### src/hw/rtl/ckci_pkg.sv
// Shared types and constants for the cyclic keyframe color interpolator.
// No dependencies; the interface, divider, interpolator and testbench top refer to it by scoped names.
package ckci_pkg;
   localparam int TIME_W  = 16;
   localparam int CHAN_W  = 16;
   localparam int RATIO_W = 17;
   localparam int NUM_W   = 18;
   localparam logic [15:0] DAY_RESET = 16'd2880;

   typedef enum logic [1:0] {
      OP_WRITE_KEY = 2'd0,
      OP_SET_COUNT = 2'd1,
      OP_QUERY     = 2'd2,
      OP_NONE      = 2'd3
   } op_type;

   typedef enum logic [2:0] {
      ST_IDLE,
      ST_FIRST,
      ST_LAST,
      ST_SCAN,
      ST_DIV,
      ST_BLEND
   } state_type;
endpackage

### src/hw/rtl/ckci_div.sv
// Blend ratio unit: floor(num*65536/den) clamped to 0..65536, one quotient bit a cycle.
// Depends on ckci_pkg for widths.
module ckci_div (
   input  logic                                clock,
   input  logic                                reset,
   input  logic                                start,
   input  logic signed [ckci_pkg::NUM_W-1:0]   num,
   input  logic signed [ckci_pkg::NUM_W-1:0]   den,
   output logic                                done,
   output logic [ckci_pkg::RATIO_W-1:0]        ratio
);
   localparam int REM_W = ckci_pkg::NUM_W + 1;

   logic                          busy_ff, busy_in;
   logic                          done_ff, done_in;
   logic [4:0]                    step_ff, step_in;
   logic [REM_W-1:0]              rem_ff, rem_in;
   logic [REM_W-1:0]              den_ff, den_in;
   logic [ckci_pkg::RATIO_W-1:0]  quo_ff, quo_in;
   logic [REM_W-1:0]              rem2;

   always_comb begin
      busy_in = busy_ff;
      done_in = 1'b0;
      step_in = step_ff;
      rem_in  = rem_ff;
      den_in  = den_ff;
      quo_in  = quo_ff;
      rem2    = {rem_ff[REM_W-2:0], 1'b0};
      if (start) begin
         if (den <= 0 || num <= 0) begin
            quo_in  = '0;
            done_in = 1'b1;
         end else if (num >= den) begin
            quo_in  = ckci_pkg::RATIO_W'(65536);
            done_in = 1'b1;
         end else begin
            rem_in  = REM_W'(unsigned'(num));
            den_in  = REM_W'(unsigned'(den));
            quo_in  = '0;
            step_in = 5'd16;
            busy_in = 1'b1;
         end
      end else if (busy_ff) begin
         if (rem2 >= den_ff) begin
            rem_in = rem2 - den_ff;
            quo_in = {quo_ff[ckci_pkg::RATIO_W-2:0], 1'b1};
         end else begin
            rem_in = rem2;
            quo_in = {quo_ff[ckci_pkg::RATIO_W-2:0], 1'b0};
         end
         step_in = step_ff - 5'd1;
         if (step_ff == 5'd1) begin
            busy_in = 1'b0;
            done_in = 1'b1;
         end
      end
   end

   always_ff @(posedge clock) begin
      if (reset) begin
         busy_ff <= 1'b0;
         done_ff <= 1'b0;
         step_ff <= '0;
      end else begin
         busy_ff <= busy_in;
         done_ff <= done_in;
         step_ff <= step_in;
      end
      rem_ff <= rem_in;
      den_ff <= den_in;
      quo_ff <= quo_in;
   end

   assign done  = done_ff;
   assign ratio = quo_ff;
endmodule

### config.mk
export PLATFORM = sky130hd
export DESIGN_NAME = ckci_div
export DESIGN_NICKNAME = d
export VERILOG_FILES = /design/src/hw/rtl/ckci_pkg.sv /design/src/hw/rtl/ckci_div.sv
export SDC_FILE = /design/constraint.sdc
export NUM_CORES = 1
export LEC_CHECK = 0
export BUFFER_PORTS_ARGS = -buffer_cell sky130_fd_sc_hd__buf_2
export CORE_MARGIN = 5
export CORE_UTILIZATION = 53
export CTS_CLUSTER_DIAMETER = 30
export DETAILED_ROUTE_END_ITERATION = 10
export GPL_TIMING_DRIVEN = 0
export PLACE_DENSITY = 0.78
export SLEW_MARGIN = 10
export SYNTH_ARGS = -nofsm -noshare
export SYNTH_HDL_FRONTEND = slang
export SYNTH_SLANG_ARGS = --single-unit
### constraint.sdc
create_clock -name clock -period 2.1 [get_ports clock]
set_input_delay 0.105 -clock clock [delete_from_list [all_inputs] [get_ports clock]]
set_output_delay 0.105 -clock clock [all_outputs]
set_load 0.03 [all_outputs]
After elaboration in Yosys (flattened, before gate mapping). Index checks and enable logic that the tools add are counted.

Add/sub/neg operators: 2. $mul: 0. Div/mod/pow operators: 0. Magnitude comparators: 4. Equal/unequal tests: 3. Shift operators: 0. Mux-type cells: 24. Bitwise operators: 2. Reductions and logical operators: 5.

Operators by type and width (count): $mux 18 (5); $mux 17 (4); $le 18x1->1 const B (2); $mux 5 (4); $ge 19x18->1 (1); $ge 18x18->1 (1); $sub 18x18->18 (1); $mux 1 (11); $reduce_and 3->1 (2); $eq 5x1->1 const B (1); $sub 5x1->5 const B (1); $ne 2x2->1 const B (2); $not 1->1 (2); $reduce_and 2->1 (1); $reduce_bool 2->1 (1); $logic_or 1x1->1 (1).

Register bits after elaboration: 60. Bits in latches: 0. Memory bits (writable): 0. Bits in read-only memories: 0. Input bits: 39. Memories kept: 0.

Logic depth before layout (Yosys ltp).
Word-level depth: 4. Gate-level depth with buffers: 10.

Worst setup path after synthesis. No wires, ideal clock.

Path kind: reg2reg. Start point: register rem_ff[5]. End point: register rem_ff[8], data pin. Library setup time: 0.261 ns. Arrival: 2.097 ns. Path slack: -0.258 ns. Stages on the path, launching flop included: 7. Buffers on the path: 0. Period minus slack after synthesis: 2.358 ns. Path through: edfxtp_1 > ha_1 > a2111o_1 > o211ai_2 > a211o_2 > nand2_1 > a221o_1.

Longest elaborated chain between the ends: 4. Elaborated cells on any way between the ends: 5. Classes of those cells: add/sub: 1; order compare: 1; mux: 3.

RTL lines: from (decl) (line ckci_div.sv:17) `logic [REM_W-1:0] rem_ff, rem_in;`; from (signal assigned) (line ckci_div.sv:70) `rem_ff <= rem_in;`; $sub 18x18->18 / $ge 19x18->1 (equally long branches) (line ckci_div.sv:46, ckci_div.sv:45); $mux 18 * (line ckci_div.sv:45) `if (rem2 >= den_ff) begin`; $mux 18 * (line ckci_div.sv:44) `end else if (busy_ff) begin`; $mux 18 * (line ckci_div.sv:30) `if (start) begin`; via rem_in[8] (line ckci_div.sv:17).

The timed path passes the listed nets; every way through them passes the cells marked *. The select of a mux whose other input is x is not followed. A chain may end at the register's enable or synchronous reset.

Worst setup path after layout.
Start point: register rem_ff[0]. End point: register rem_ff[12], data pin.

Same word-level chain as after synthesis.

==> run summary <==
IO buf count - 55
Post-synthesis cell count - 412
Distinct cells, synth - 68
Final core occ - 76.04%
Total inserted antenna cells - 0
Pins over their slew limit - 0
Fill cell count - 457
Die area - 9735 um^2
Layout cell share with drive strength beyond 1 - 37.52%
# rows - 32
Unrepaired setup endpoints after global routing - true
Routed Antenna Nets - 0
Commonest cells post-synth - edfxtp_1, inv_1, ha_1
Vias post-DR - 4144
Core Area - 7687 um^2
Die Y - 98.67 um
Peak Freq - 387.7 MHz
Post-Route Skew - 0.01043 ns
Area share of the largest cell type after synthesis - 38.20%
Clock period minus worst slack - 2.580 ns
First drt pass iteration count - 5
Worst VDD drop - 0.5988 mV
Top-count cell post-synth - edfxtp_1
Layout area overhead - 40.30%
Total GRT Usage - 27.15%
Setup Crit Path Kind - register to register
Top FF cell, synth - edfxtp_1
Placed inst area - 4853 um^2
Root Buffer - clkbuf_8
Largest area contributor in the netlist - edfxtp_1
Slew @ Worst Pin - 0.8919 ns
CTS tree - built
Max incr delay on CP - 0.57 ns
Worst slew margin - 40.54%
Yosys warns - 0
Clock transition at the registers of the reported paths - 0.07 ns
Post-DP HPWL - 9017 um
Routed len/inst - 22.56 um
Post-Layout Cell Count - 643
Fin area - 5846 um^2
Slowest stage cell, crit path - a211oi_4
CTS sink cnt - 60
Period utilization - 122.8%
Arrival @ worst endpoint - 2.73 ns
Largest net degree at the start of global routing - 20
DR vias/cell - 6.445
Clock H-tree levels - 3
Routability cong. - 0.9327
Iter 0 DRT Violations - 395
WL final - 14510 um
DIE WIDTH - 98.67 um
Critical Path Fanout Max - 7
Tot Pwr - 3540 uW
Placed cells - 569
Failing checks - setup timing
Hold WC Path Type - input port to register
Leakage - 0.002318 uW
I/O pins - 57
Critical path required time - 2.25 ns
Reg2reg path depth - 8
Vias in the first global route - 4096
Power Dens Cells - 605.6 nW/um^2
CP Launch Type - register
Initial antenna violation count - 0
Clk_lat worst skew - 0.34 ns
Global-route wire length before repair - 20800 um
GR Overflow Total - 0
CTS Buf Count - 9
Final setup violation count - 37
Crit-path cells - ha_4, nor2b_4, o31a_4, o211ai_4, a211oi_4, nor2_4, clkbuf_16, o31ai_2
Register Area - 1732 um^2
Post-route DRC - 0
Register area share after synthesis - 41.56%
Mapped Area - 4166 um^2
Fin. Hold Viols - 0
Ys async rst share - 0%
Syn Nets - 490
Clock Path Buffers - 2
Final net count - 615
Mapped Avg Cell Area - 10.11 um^2
Largest cells by area after synthesis - edfxtp_1, ha_1, inv_1
Number of enable flip-flop cells after synthesis - 53
Max cap viols - 0
Hold-critical path depth - 2
Critical path endpoint category - register
Multi-input logic area - 2750 um^2
Final WS setup - -0.4795 ns
Synthesized flop and latch total - 60
Status - finished, violations left
Initial core utilization - 54.20%
sequential cells by signal, summed over array words and instances (netlist names):
signal / count
step_ff: 5
den_ff: 18
rem_ff: 18
busy_ff: 1
done: 1
ratio: 17
stage by stage:
stage | setup slack (ns) | TNS (ns) | hold slack [ns]
global route | -0.4850 | -7.723 | 0.008871
global placement | -0.5665 | -23.95 | 0.3147
finish | -0.4795 | -8.052 | 0.02285
CTS | -0.2748 | -4.164 | 0.01096
detailed placement | -0.5955 | -27.36 | 0.3163
floorplan | -0.1173 | -1.029 | 0.1741
critical path, delay by kind of cell (launching register included):
kind | cells | cell delay, ns
and+or+nand+nor | 2 | 0.28
AOI/OAI and AO/OA | 4 | 1.10
adders and majority gates | 1 | 0.31
buffers and inverters | 1 | 0.19
DFF | 1 | 0.48
kinds of logic (layout without fill, tap and decap cells):
family,after synthesis,count (layout),synth area share (%)
mux,2,2,0.4805
simple gates,124,124,17.00
xor+xnor,12,12,2.523
buf+inv,61,190,5.736
flops,60,60,41.56
compound gates,114,114,20.81
fa+ha+maj,39,39,11.89
path summary, 6_finish.rpt:
check / end / slack, ns / from
setup / recovery: rem_ff[12] / -0.48 / rem_ff[0]
hold / removal: step_ff[1] / 0.02 / reset
hold reg to reg: step_ff[2] / 0.52 / step_ff[2]
setup reg to reg: rem_ff[12] / -0.48 / rem_ff[0]
power by group:
part	internal [uW]	leakage, uW	total (uW)	switching, uW
clock network	410	0.0000780	859	449
logic	539	0.00168	1240	696
registers	1390	0.000564	1450	52.8
layout make-up:
| class | instances | area share [%] |
|---|---|---|
| well taps | 102 | 2.183 |
| plain buffers | 12 | 1.434 |
| flip-flops and latches | 60 | 29.62 |
| clock inverters | 4 | 0.2997 |
| clock buffers | 11 | 2.247 |
| inverters | 47 | 3.082 |
| multi-input cells | 291 | 47.05 |
| repair buffers | 116 | 14.08 |
placed cells by master, fill, tap and decap left out, types with 3 or more instances in the layout:
| cell type | Yosys | layout |
|---|---|---|
| a211oi_1 | 5 | 4 |
| a21o_1 | 3 | 3 |
| a21oi_1 | 25 | 20 |
| a21oi_2 | 0 | 4 |
| a311oi_1 | 3 | 3 |
| a31oi_1 | 9 | 8 |
| a41oi_2 | 0 | 5 |
| and2_1 | 9 | 7 |
| buf_12 | 0 | 4 |
| buf_2 | 5 | 55 |
| buf_4 | 1 | 43 |
| buf_6 | 0 | 3 |
| clkbuf_1 | 6 | 8 |
| clkbuf_8 | 0 | 9 |
| dfxtp_1 | 7 | 7 |
| dlygate4sd3_1 | 0 | 14 |
| edfxtp_1 | 53 | 53 |
| ha_1 | 38 | 22 |
| ha_4 | 0 | 14 |
| inv_1 | 47 | 44 |
| nand2_1 | 27 | 23 |
| nand2_2 | 0 | 3 |
| nand2b_1 | 5 | 5 |
| nand3_2 | 0 | 5 |
| nand4_1 | 8 | 8 |
| nor2_1 | 15 | 13 |
| nor2b_1 | 21 | 19 |
| nor3_1 | 7 | 6 |
| nor4_1 | 11 | 10 |
| o211ai_1 | 4 | 4 |
| o21a_1 | 9 | 9 |
| o21ai_0 | 7 | 7 |
| o21ai_1 | 7 | 3 |
| o21ai_2 | 0 | 3 |
| o31ai_2 | 7 | 6 |
| xnor2_1 | 7 | 7 |
| xor2_1 | 5 | 4 |
repair_timing:
| action | 4_1_cts | 5_1_grt |
|---|---|---|
| hold buffers | 14 | 0 |
| pin swaps | 13 | 26 |
| setup buffers | 23 | 22 |
| endpoints found under the hold margin | 14 | 0 |
| gates resized for setup | 31 | 29 |
| cloned | 1 | 1 |
| endpoints found under the setup margin | 55 | 55 |
layer usage:
metal  track usage, %  share of wire, %  vias up
li1                 -                 -     1811
met1            32.08                37     1937
met2            46.39                48      305
met3            5.874               8.4       91
met4            13.97               6.2        0
met5                0                 0        -
(Power assumes the default switching activity.)
